--- config.mk ---
export PLATFORM = sky130hd
export DESIGN_NAME = strip_hit_clusterer_unit
export DESIGN_NICKNAME = d
export VERILOG_FILES = /design/src/rtl/shc_pkg.sv /design/src/rtl/shc_hit_ram.sv /design/src/rtl/strip_hit_clusterer_unit.sv
export SDC_FILE = /design/constraint.sdc
export NUM_CORES = 2
export LEC_CHECK = 0
export BUFFER_PORTS_ARGS = -buffer_cell sky130_fd_sc_hd__buf_4
export CAP_MARGIN = 20
export CORE_AREA = 10 10 486 488
export DETAILED_ROUTE_END_ITERATION = 10
export DIE_AREA = 0 0 496 498
export GPL_TIMING_DRIVEN = 0
export PLACE_DENSITY = 0.64
export SYNTH_ARGS = -nofsm -noshare
export SYNTH_HDL_FRONTEND = slang
export SYNTH_SLANG_ARGS = --single-unit
export TNS_END_PERCENT = 50
--- constraint.sdc ---
create_clock -name clk -period 23.5 [get_ports clk]
set_clock_uncertainty 0.2 [all_clocks]
set_input_delay 2.35 -clock clk [delete_from_list [all_inputs] [get_ports clk]]
set_output_delay 2.35 -clock clk [all_outputs]
set_load 0.02 [all_outputs]
--- src/rtl/shc_pkg.sv ---
// shared types, constants and helpers for the strip hit clusterer
// depends on: nothing
package shc_pkg;

    // sizes of the hit store and of the hit fields
    localparam int MAX_HITS     = 64;
    localparam int ADC_BITS     = 12;
    localparam int CHANNEL_BITS = 10;
    localparam int IDX_W        = $clog2(MAX_HITS);
    localparam int CNT_W        = IDX_W + 1;

    // configuration register widths and indexes
    localparam int STEP_W   = 6;
    localparam int FACTOR_W = 8;
    localparam int FRAC_W   = 4;
    localparam int CFG_W    = 8;
    localparam int CFG_IDX_W = 2;
    localparam logic [CFG_IDX_W-1:0] CFG_MAX_STEP     = 2'd0;
    localparam logic [CFG_IDX_W-1:0] CFG_SEED_FACTOR  = 2'd1;
    localparam logic [CFG_IDX_W-1:0] CFG_NB_FACTOR    = 2'd2;
    localparam logic [STEP_W-1:0]    RST_MAX_STEP     = 6'd1;
    localparam logic [FACTOR_W-1:0]  RST_SEED_FACTOR  = 8'd48;
    localparam logic [FACTOR_W-1:0]  RST_NB_FACTOR    = 8'd16;

    // derived arithmetic widths
    localparam int DMAX_W = STEP_W + 1;
    localparam int LIM_W  = DMAX_W + CNT_W;
    localparam int PROD_W = ADC_BITS + FACTOR_W;

    // stream payload layout
    localparam int HIT_W     = 2 * ADC_BITS + CHANNEL_BITS + 1;
    localparam int IN_DATA_W = ((HIT_W + 7) / 8) * 8;
    localparam int OUT_W     = 6;
    localparam int OUT_DATA_W = ((4 * OUT_W + 7) / 8) * 8;

    // one stored hit
    typedef struct packed {
        logic                    flt;
        logic [CHANNEL_BITS-1:0] chan;
        logic [ADC_BITS-1:0]     thr;
        logic [ADC_BITS-1:0]     adc;
    } hit_t;

    // control sequencer states
    typedef enum logic [2:0] {
        ST_LOAD,
        ST_SEED_RD,
        ST_SEED_CHK,
        ST_FWD_RD,
        ST_FWD_CHK,
        ST_BWD_RD,
        ST_BWD_CHK,
        ST_EMIT
    } shc_state_t;

    // adc * 16 >= factor * thr
    function automatic logic reaches(logic [ADC_BITS-1:0] adc,
                                     logic [FACTOR_W-1:0] factor,
                                     logic [ADC_BITS-1:0] thr);
        logic [PROD_W-1:0] lhs;
        logic [PROD_W-1:0] rhs;
        lhs = PROD_W'({adc, {FRAC_W{1'b0}}});
        rhs = PROD_W'(factor) * PROD_W'(thr);
        return lhs >= rhs;
    endfunction

    // absolute channel distance
    function automatic logic [CHANNEL_BITS-1:0] chan_dist(logic [CHANNEL_BITS-1:0] a,
                                                          logic [CHANNEL_BITS-1:0] b);
        return (a > b) ? (a - b) : (b - a);
    endfunction

endpackage

--- src/rtl/shc_hit_ram.sv ---
// hit store: one write port, one read port with registered read data
// depends on: shc_pkg
module shc_hit_ram
    import shc_pkg::*;
(
    input  logic             clk,
    input  logic             we,
    input  logic [IDX_W-1:0] waddr,
    input  hit_t             wdata,
    input  logic [IDX_W-1:0] raddr,
    output hit_t             rdata
);

    hit_t mem [MAX_HITS];

    // write port
    always_ff @(posedge clk)
    begin
        if (we)
        begin
            mem[waddr] <= wdata;
        end
    end

    // read port, registered read data
    always_ff @(posedge clk)
    begin
        rdata <= mem[raddr];
    end

endmodule

--- src/rtl/strip_hit_clusterer_unit.sv ---
// strip hit clusterer: loads one event's hits, then scans them for clusters
// depends on: shc_pkg, shc_hit_ram
//
// Usage:
//   Hits of one event arrive on the s_axis channel, one transfer per hit, and
//   the hit carrying tlast closes the event. Each hit is stored at the next
//   free place of the hit store; hits beyond the store size are dropped and
//   mark the event as overflowed.
//   After the closing hit, s_axis_tready stays low while the stored hits are
//   scanned. Every scanned position takes a read step and a check step on the
//   single store read port, for each seed candidate and each neighbour
//   candidate checked; a growth direction that runs into the end of the store
//   stops at its read step, and each cluster ends with an emit step. A last
//   step at the end of the scan closes the event.
//   Each cluster leaves as one m_axis transfer; the final cluster of the
//   event has tlast set, and tuser carries the overflow mark. A cluster is
//   held back until the next one is found or the scan ends, so the final
//   cluster can be marked. If the receiver stalls, the scan waits at the
//   next cluster until the output register frees up.
//   Configuration writes take effect at once and are meant for idle time.
//   Reset empties the event, clears the output and restores the default step and factors.
module strip_hit_clusterer_unit
    import shc_pkg::*;
(
    input  logic                  clk,
    input  logic                  rst_n,
    // hit input: adc_value, hit_threshold, channel, floating_strip, zero fill
    input  logic                  s_axis_tvalid,
    output logic                  s_axis_tready,
    input  logic [IN_DATA_W-1:0]  s_axis_tdata,
    input  logic                  s_axis_tlast,
    // cluster output: first_index, seed_index, end_index, cluster_number
    output logic                  m_axis_tvalid,
    input  logic                  m_axis_tready,
    output logic [OUT_DATA_W-1:0] m_axis_tdata,
    output logic                  m_axis_tlast,
    // tuser: overflow
    output logic [0:0]            m_axis_tuser,
    // configuration write port
    input  logic                  cfg_we,
    input  logic [CFG_IDX_W-1:0]  cfg_index,
    input  logic [CFG_W-1:0]      cfg_data
);

    // configuration registers
    logic [STEP_W-1:0]   max_step_reg;
    logic [FACTOR_W-1:0] seed_factor_reg;
    logic [FACTOR_W-1:0] nb_factor_reg;

    // control state
    shc_state_t       state_reg, state_next;
    logic [CNT_W-1:0] count_reg, count_next;
    logic             ovf_reg, ovf_next;
    logic [CNT_W-1:0] s_reg, s_next;
    logic [CNT_W-1:0] pos_reg, pos_next;
    logic [CNT_W-1:0] clus_reg, clus_next;
    logic             pend_valid_reg, pend_valid_next;
    logic             out_valid_reg, out_valid_next;

    // payload state
    logic [CNT_W-1:0]        first_reg, first_next;
    logic [CNT_W-1:0]        end_reg, end_next;
    logic [ADC_BITS-1:0]     sthr_reg, sthr_next;
    logic [CHANNEL_BITS-1:0] seed_chan_reg, seed_chan_next;
    logic [CHANNEL_BITS-1:0] prev_chan_reg, prev_chan_next;
    logic [DMAX_W-1:0]       dmax_reg, dmax_next;
    logic [LIM_W-1:0]        lim_reg, lim_next;
    logic [OUT_W-1:0]        pend_first_reg, pend_first_next;
    logic [OUT_W-1:0]        pend_seed_reg, pend_seed_next;
    logic [OUT_W-1:0]        pend_end_reg, pend_end_next;
    logic [OUT_W-1:0]        pend_num_reg, pend_num_next;
    logic [OUT_DATA_W-1:0]   out_data_reg, out_data_next;
    logic                    out_last_reg, out_last_next;
    logic                    out_ovf_reg, out_ovf_next;

    // store ports
    logic             ram_we;
    logic [IDX_W-1:0] ram_raddr;
    hit_t             wr_hit;
    hit_t             rd_hit;

    // shared compare logic
    logic                    in_xfer;
    logic                    out_free;
    logic [FACTOR_W-1:0]     cmp_factor;
    logic [ADC_BITS-1:0]     cmp_thr;
    logic                    adc_ok;
    logic                    dist_ok;
    logic [DMAX_W-1:0]       rd_dmax;

    // configuration writes
    always_ff @(posedge clk or negedge rst_n)
    begin
        if (!rst_n)
        begin
            max_step_reg    <= RST_MAX_STEP;
            seed_factor_reg <= RST_SEED_FACTOR;
            nb_factor_reg   <= RST_NB_FACTOR;
        end
        else if (cfg_we)
        begin
            case (cfg_index)
                CFG_MAX_STEP:    max_step_reg    <= cfg_data[STEP_W-1:0];
                CFG_SEED_FACTOR: seed_factor_reg <= cfg_data[FACTOR_W-1:0];
                CFG_NB_FACTOR:   nb_factor_reg   <= cfg_data[FACTOR_W-1:0];
                default:         ;
            endcase
        end
    end

    // unpack the incoming hit
    assign wr_hit.adc  = s_axis_tdata[ADC_BITS-1:0];
    assign wr_hit.thr  = s_axis_tdata[2*ADC_BITS-1:ADC_BITS];
    assign wr_hit.chan = s_axis_tdata[2*ADC_BITS+CHANNEL_BITS-1:2*ADC_BITS];
    assign wr_hit.flt  = s_axis_tdata[HIT_W-1];

    assign s_axis_tready = (state_reg == ST_LOAD);
    assign in_xfer       = s_axis_tvalid && s_axis_tready;
    assign ram_we        = in_xfer && (count_reg < CNT_W'(MAX_HITS));

    shc_hit_ram u_ram (
        .clk   (clk),
        .we    (ram_we),
        .waddr (count_reg[IDX_W-1:0]),
        .wdata (wr_hit),
        .raddr (ram_raddr),
        .rdata (rd_hit)
    );

    // seed test uses the hit's own threshold, neighbours use the seed's
    assign cmp_factor = (state_reg == ST_SEED_CHK) ? seed_factor_reg : nb_factor_reg;
    assign cmp_thr    = (state_reg == ST_SEED_CHK) ? rd_hit.thr : sthr_reg;
    assign adc_ok     = reaches(rd_hit.adc, cmp_factor, cmp_thr);
    assign dist_ok    = LIM_W'(chan_dist(prev_chan_reg, rd_hit.chan)) <= lim_reg;
    assign rd_dmax    = rd_hit.flt ? {max_step_reg, 1'b0} : {1'b0, max_step_reg};

    assign out_free = !out_valid_reg || m_axis_tready;

    // sequencer: load, scan, grow forward and backward, emit
    always_comb
    begin
        state_next      = state_reg;
        count_next      = count_reg;
        ovf_next        = ovf_reg;
        s_next          = s_reg;
        pos_next        = pos_reg;
        clus_next       = clus_reg;
        pend_valid_next = pend_valid_reg;
        first_next      = first_reg;
        end_next        = end_reg;
        sthr_next       = sthr_reg;
        seed_chan_next  = seed_chan_reg;
        prev_chan_next  = prev_chan_reg;
        dmax_next       = dmax_reg;
        lim_next        = lim_reg;
        pend_first_next = pend_first_reg;
        pend_seed_next  = pend_seed_reg;
        pend_end_next   = pend_end_reg;
        pend_num_next   = pend_num_reg;
        ram_raddr       = s_reg[IDX_W-1:0];

        // output register drains on a transfer
        out_valid_next = out_valid_reg && !m_axis_tready;
        out_data_next  = out_data_reg;
        out_last_next  = out_last_reg;
        out_ovf_next   = out_ovf_reg;

        case (state_reg)
            ST_LOAD:
            begin
                if (in_xfer)
                begin
                    if (ram_we)
                    begin
                        count_next = count_reg + 1'b1;
                    end
                    else
                    begin
                        ovf_next = 1'b1;
                    end
                    if (s_axis_tlast)
                    begin
                        s_next          = '0;
                        clus_next       = '0;
                        pend_valid_next = 1'b0;
                        state_next      = ST_SEED_RD;
                    end
                end
            end

            ST_SEED_RD:
            begin
                ram_raddr = s_reg[IDX_W-1:0];
                if (s_reg == count_reg)
                begin
                    // end of scan: release the held cluster as the final one
                    if (!pend_valid_reg)
                    begin
                        count_next = '0;
                        ovf_next   = 1'b0;
                        state_next = ST_LOAD;
                    end
                    else if (out_free)
                    begin
                        out_valid_next  = 1'b1;
                        out_data_next   = OUT_DATA_W'({pend_num_reg, pend_end_reg,
                                                       pend_seed_reg, pend_first_reg});
                        out_last_next   = 1'b1;
                        out_ovf_next    = ovf_reg;
                        pend_valid_next = 1'b0;
                        count_next      = '0;
                        ovf_next        = 1'b0;
                        state_next      = ST_LOAD;
                    end
                end
                else
                begin
                    state_next = ST_SEED_CHK;
                end
            end

            ST_SEED_CHK:
            begin
                sthr_next      = rd_hit.thr;
                seed_chan_next = rd_hit.chan;
                prev_chan_next = rd_hit.chan;
                dmax_next      = rd_dmax;
                lim_next       = LIM_W'(rd_dmax);
                if (adc_ok)
                begin
                    pos_next   = s_reg + 1'b1;
                    state_next = ST_FWD_RD;
                end
                else
                begin
                    s_next     = s_reg + 1'b1;
                    state_next = ST_SEED_RD;
                end
            end

            ST_FWD_RD:
            begin
                ram_raddr = pos_reg[IDX_W-1:0];
                if (pos_reg == count_reg)
                begin
                    end_next       = pos_reg - 1'b1;
                    pos_next       = s_reg;
                    prev_chan_next = seed_chan_reg;
                    lim_next       = LIM_W'(dmax_reg);
                    state_next     = ST_BWD_RD;
                end
                else
                begin
                    state_next = ST_FWD_CHK;
                end
            end

            ST_FWD_CHK:
            begin
                if (adc_ok && dist_ok)
                begin
                    prev_chan_next = rd_hit.chan;
                    pos_next       = pos_reg + 1'b1;
                    lim_next       = lim_reg + LIM_W'(dmax_reg);
                    state_next     = ST_FWD_RD;
                end
                else
                begin
                    end_next       = pos_reg - 1'b1;
                    pos_next       = s_reg;
                    prev_chan_next = seed_chan_reg;
                    lim_next       = LIM_W'(dmax_reg);
                    state_next     = ST_BWD_RD;
                end
            end

            ST_BWD_RD:
            begin
                ram_raddr = pos_reg[IDX_W-1:0] - 1'b1;
                if (pos_reg == '0)
                begin
                    first_next = pos_reg;
                    state_next = ST_EMIT;
                end
                else
                begin
                    state_next = ST_BWD_CHK;
                end
            end

            ST_BWD_CHK:
            begin
                if (adc_ok && dist_ok)
                begin
                    prev_chan_next = rd_hit.chan;
                    pos_next       = pos_reg - 1'b1;
                    lim_next       = lim_reg + LIM_W'(dmax_reg);
                    state_next     = ST_BWD_RD;
                end
                else
                begin
                    first_next = pos_reg;
                    state_next = ST_EMIT;
                end
            end

            ST_EMIT:
            begin
                // push any held cluster out as non-final, then hold this one
                if (!pend_valid_reg || out_free)
                begin
                    if (pend_valid_reg)
                    begin
                        out_valid_next = 1'b1;
                        out_data_next  = OUT_DATA_W'({pend_num_reg, pend_end_reg,
                                                      pend_seed_reg, pend_first_reg});
                        out_last_next  = 1'b0;
                        out_ovf_next   = ovf_reg;
                    end
                    pend_valid_next = 1'b1;
                    pend_first_next = OUT_W'(first_reg);
                    pend_seed_next  = OUT_W'(s_reg);
                    pend_end_next   = OUT_W'(end_reg);
                    pend_num_next   = OUT_W'(clus_reg);
                    clus_next       = clus_reg + 1'b1;
                    s_next          = end_reg + 1'b1;
                    state_next      = ST_SEED_RD;
                end
            end

            default:
            begin
                state_next = ST_LOAD;
            end
        endcase
    end

    // control registers
    always_ff @(posedge clk or negedge rst_n)
    begin
        if (!rst_n)
        begin
            state_reg      <= ST_LOAD;
            count_reg      <= '0;
            ovf_reg        <= 1'b0;
            s_reg          <= '0;
            pos_reg        <= '0;
            clus_reg       <= '0;
            pend_valid_reg <= 1'b0;
            out_valid_reg  <= 1'b0;
        end
        else
        begin
            state_reg      <= state_next;
            count_reg      <= count_next;
            ovf_reg        <= ovf_next;
            s_reg          <= s_next;
            pos_reg        <= pos_next;
            clus_reg       <= clus_next;
            pend_valid_reg <= pend_valid_next;
            out_valid_reg  <= out_valid_next;
        end
    end

    // payload registers
    always_ff @(posedge clk)
    begin
        first_reg      <= first_next;
        end_reg        <= end_next;
        sthr_reg       <= sthr_next;
        seed_chan_reg  <= seed_chan_next;
        prev_chan_reg  <= prev_chan_next;
        dmax_reg       <= dmax_next;
        lim_reg        <= lim_next;
        pend_first_reg <= pend_first_next;
        pend_seed_reg  <= pend_seed_next;
        pend_end_reg   <= pend_end_next;
        pend_num_reg   <= pend_num_next;
        out_data_reg   <= out_data_next;
        out_last_reg   <= out_last_next;
        out_ovf_reg    <= out_ovf_next;
    end

    // output channel
    assign m_axis_tvalid   = out_valid_reg;
    assign m_axis_tdata    = out_data_reg;
    assign m_axis_tlast    = out_last_reg;
    assign m_axis_tuser[0] = out_ovf_reg;

endmodule

==> impl_metrics.toml <==
[status]
outcome = "finished, final reports clean"

[cts]
clock-sinks = 2446
path_clk_slew_ns = 0.06
ctsRootBufferMaster = "clkbuf_16"
ctsHoldBuffers = 0
htree_levels = 4
cts_buffer_depth = 3
cts_setup_buffers = 0
clock_latency_ns = 0.93
cts_tree = "built"
cts.repair.resized = 0
numCtsBuffers = 239

[timing]
timing.setup.tns_ns = 0
finalHoldViolations = 0
finalWorstSetupSlack_ns = 13.59
min_period_over_period_pct = 42.2
maxSlewHeadroom_pct = 18.1
fin_crit_ns = 9.91
max_freq_mhz = 101
rsz0062_at_grt = "no"
drv_slew = 0
worst_pin_slew_ns = 1.23
worst_hold_slack_ns = 0.213
finalSetupViolCount = 0

[synth]
syn_area_per_cell_um2 = 12.7
ys_types = 85
synth_nets = 8166
seq_area_frac_synth_pct = 71.8
yosys_warnings = 0
synthFlopType = "edfxtp_1"
synthCells = 7953
synth-edff-count = 2344
synth_seq_cells = 2446
async_flop_share_pct = 2.25
synth_area_um2 = 101000

[setup_path]
start_kind = "register"
slowest_delay_ns = 0.93
arrival_ns = 10.24
cp.required_ns = 23.84
critPathSlowestCell = "mux2i_1"
cp_max_fo = 16
cp-end-kind = "register"
crit_top_cell = "fa_1"
crit_type = "reg2reg"

[global_route]
grt_pass1_wl_um = 441000
gr-total-overflow = 0
grt_pass1_vias = 64500
grt_max_degree = 65
antenna_found_initial = 22
track_usage_pct = 24.1

[route]
drc_errors = 0
highest_layer = "met5"
firstDrtPassIters = 6
met2_length_um = 138000
wl_per_cell_um = 26.4
vias_per_cell = 5.80
wl_met1_um = 121000
wl_met3_um = 30100
drt_first_iter_violations = 9043
wirelength_um = 307000
ant_nets = 0
routed-via-count = 67300

[final_layout]
drive_above_1_share_pct = 8.43
num-nets-final = 8598
largest_reg_flops = 2240
fin_util_pct = 51.2
regMostFlops = "u_ram.mem"
area_growth_pct = 14.4

[floorplan]
rows = 175
initial_utilization_pct = 44.8
io_pins = 84
die_y_um = 498
die_area_um2 = 247000
core_area_um2 = 226000
die_w_um = 496

[place]
gp_congestion = 0.928
placement.io_buffers = 78
dp_slack_ns = 13.53
dpl.hpwl_um = 204000

[min_path]
hold_path.class = "reg2reg"

[flow_run]
drv_cap = 0
layout make-up:
| cell class | count | area, um^2 |
|---|---|---|
| Antenna cell | 11 | 27.5 |
| Buffer | 478 | 1890 |
| Clock buffer | 300 | 6260 |
| Clock inverter | 144 | 1460 |
| Fill cell | 19100 | 110000 |
| Inverter | 146 | 549 |
| Multi-Input combinational cell | 4883 | 26800 |
| Sequential cell | 2446 | 72700 |
| Tap cell | 3009 | 3760 |
| Timing Repair Buffer | 191 | 2480 |
path summary, 6_finish.rpt:
path	depth (start not counted)	slack (ns)	endpoint	startpoint
worst min register to register	0	0.21	m_axis_tdata[2]	pend_first_reg[2]
worst max register to register	29	13.59	lim_reg[11]	state_reg[1]
max in group asynchronous	1	21.22	s_reg[4]	rst_n
worst max-delay path	29	13.59	lim_reg[11]	state_reg[1]
min in group asynchronous	1	1.38	seed_factor_reg[3]	rst_n
worst min-delay path	0	0.21	m_axis_tdata[2]	pend_first_reg[2]
synth_stat cells (5+ instances only):
cell,instances,share of area (%)
xnor2_1,35,0.30
dfrtp_1,51,1.3
nand3_1,1274,6.3
mux2_2,33,0.37
inv_1,142,0.53
and3_1,90,0.56
nor4_1,10,0.062
a211oi_1,6,0.044
clkbuf_1,372,1.4
o21ai_0,59,0.29
nand2_1,2066,7.7
dfxtp_1,47,0.93
a22oi_1,13,0.096
a21oi_1,165,0.81
fa_1,63,1.2
a21boi_0,6,0.044
a22o_1,5,0.043
o21ai_1,10,0.049
a21o_1,18,0.13
nor2_1,232,0.86
nor2b_1,9,0.056
buf_2,35,0.17
nand2b_1,10,0.062
o211ai_1,74,0.55
mux2i_1,270,2.7
a2111oi_0,36,0.31
nor3_1,20,0.099
or2_2,20,0.12
nand3b_1,11,0.081
a31oi_1,83,0.51
xor2_1,28,0.24
edfxtp_1,2344,69
ha_1,94,1.2
o31ai_1,7,0.052
buf_1,63,0.23
o21a_1,5,0.037
or3_1,5,0.031
nand4_1,47,0.29
layout by cell type (no fill, tap or decap), types with 74 or more instances in the layout:
cell type,Yosys,layout
a21oi_1,165,164
a31oi_1,83,83
and3_1,90,90
buf_4,3,89
clkbuf_1,372,426
clkbuf_16,0,241
edfxtp_1,2344,2344
ha_1,94,94
inv_1,142,142
mux2i_1,270,270
nand2_1,2066,2066
nand3_1,1274,1274
nor2_1,232,167
o211ai_1,74,74
stage by stage:
stage | cells | instance area [um^2]
2_1_floorplan | 7953 | 101000
3_3_place_gp | 11000 | 106000
3_5_place_dp | 11100 | 108000
4_1_cts | 11600 | 116000
5_1_grt | 11600 | 116000
6_report | 11600 | 116000
worst max-delay path: cells and delay by family, from the launching register on:
family,cells,cell delay (ns)
xor gates and xnor gates,1,0.18
DFF,1,0.48
adders and majority gates,6,2.64
buffers and inverters,8,1.78
AOI/OAI and AO/OA,4,1.27
muxes,1,0.93
and+or+nand+nor,9,2.07
layer usage:
metal  global-route usage [%]  vias up
li1                         -    29700
met1                     33.0    33400
met2                     37.2     3657
met3                     4.39      603
met4                     11.8        8
met5                        0        -
cells by family (layout without fill, tap and decap cells):
| logic type | after synthesis | after routing | synth area share [%] |
|---|---|---|---|
| buffers and inverters | 624 | 1259 | 2.40 |
| other | 0 | 11 | 0 |
| flip-flops | 2446 | 2446 | 71.8 |
| multiplexers | 303 | 303 | 3.03 |
| adder cells (fa/ha/maj) | 157 | 157 | 2.41 |
| AO/OA/AOI/OAI | 545 | 545 | 3.52 |
| AND/OR/NAND/NOR | 3815 | 3815 | 16.3 |
| XOR/XNOR | 63 | 63 | 0.545 |
Power is not shown: default switching activity piles up to over one toggle a cycle in this logic, so the estimate is an artifact.
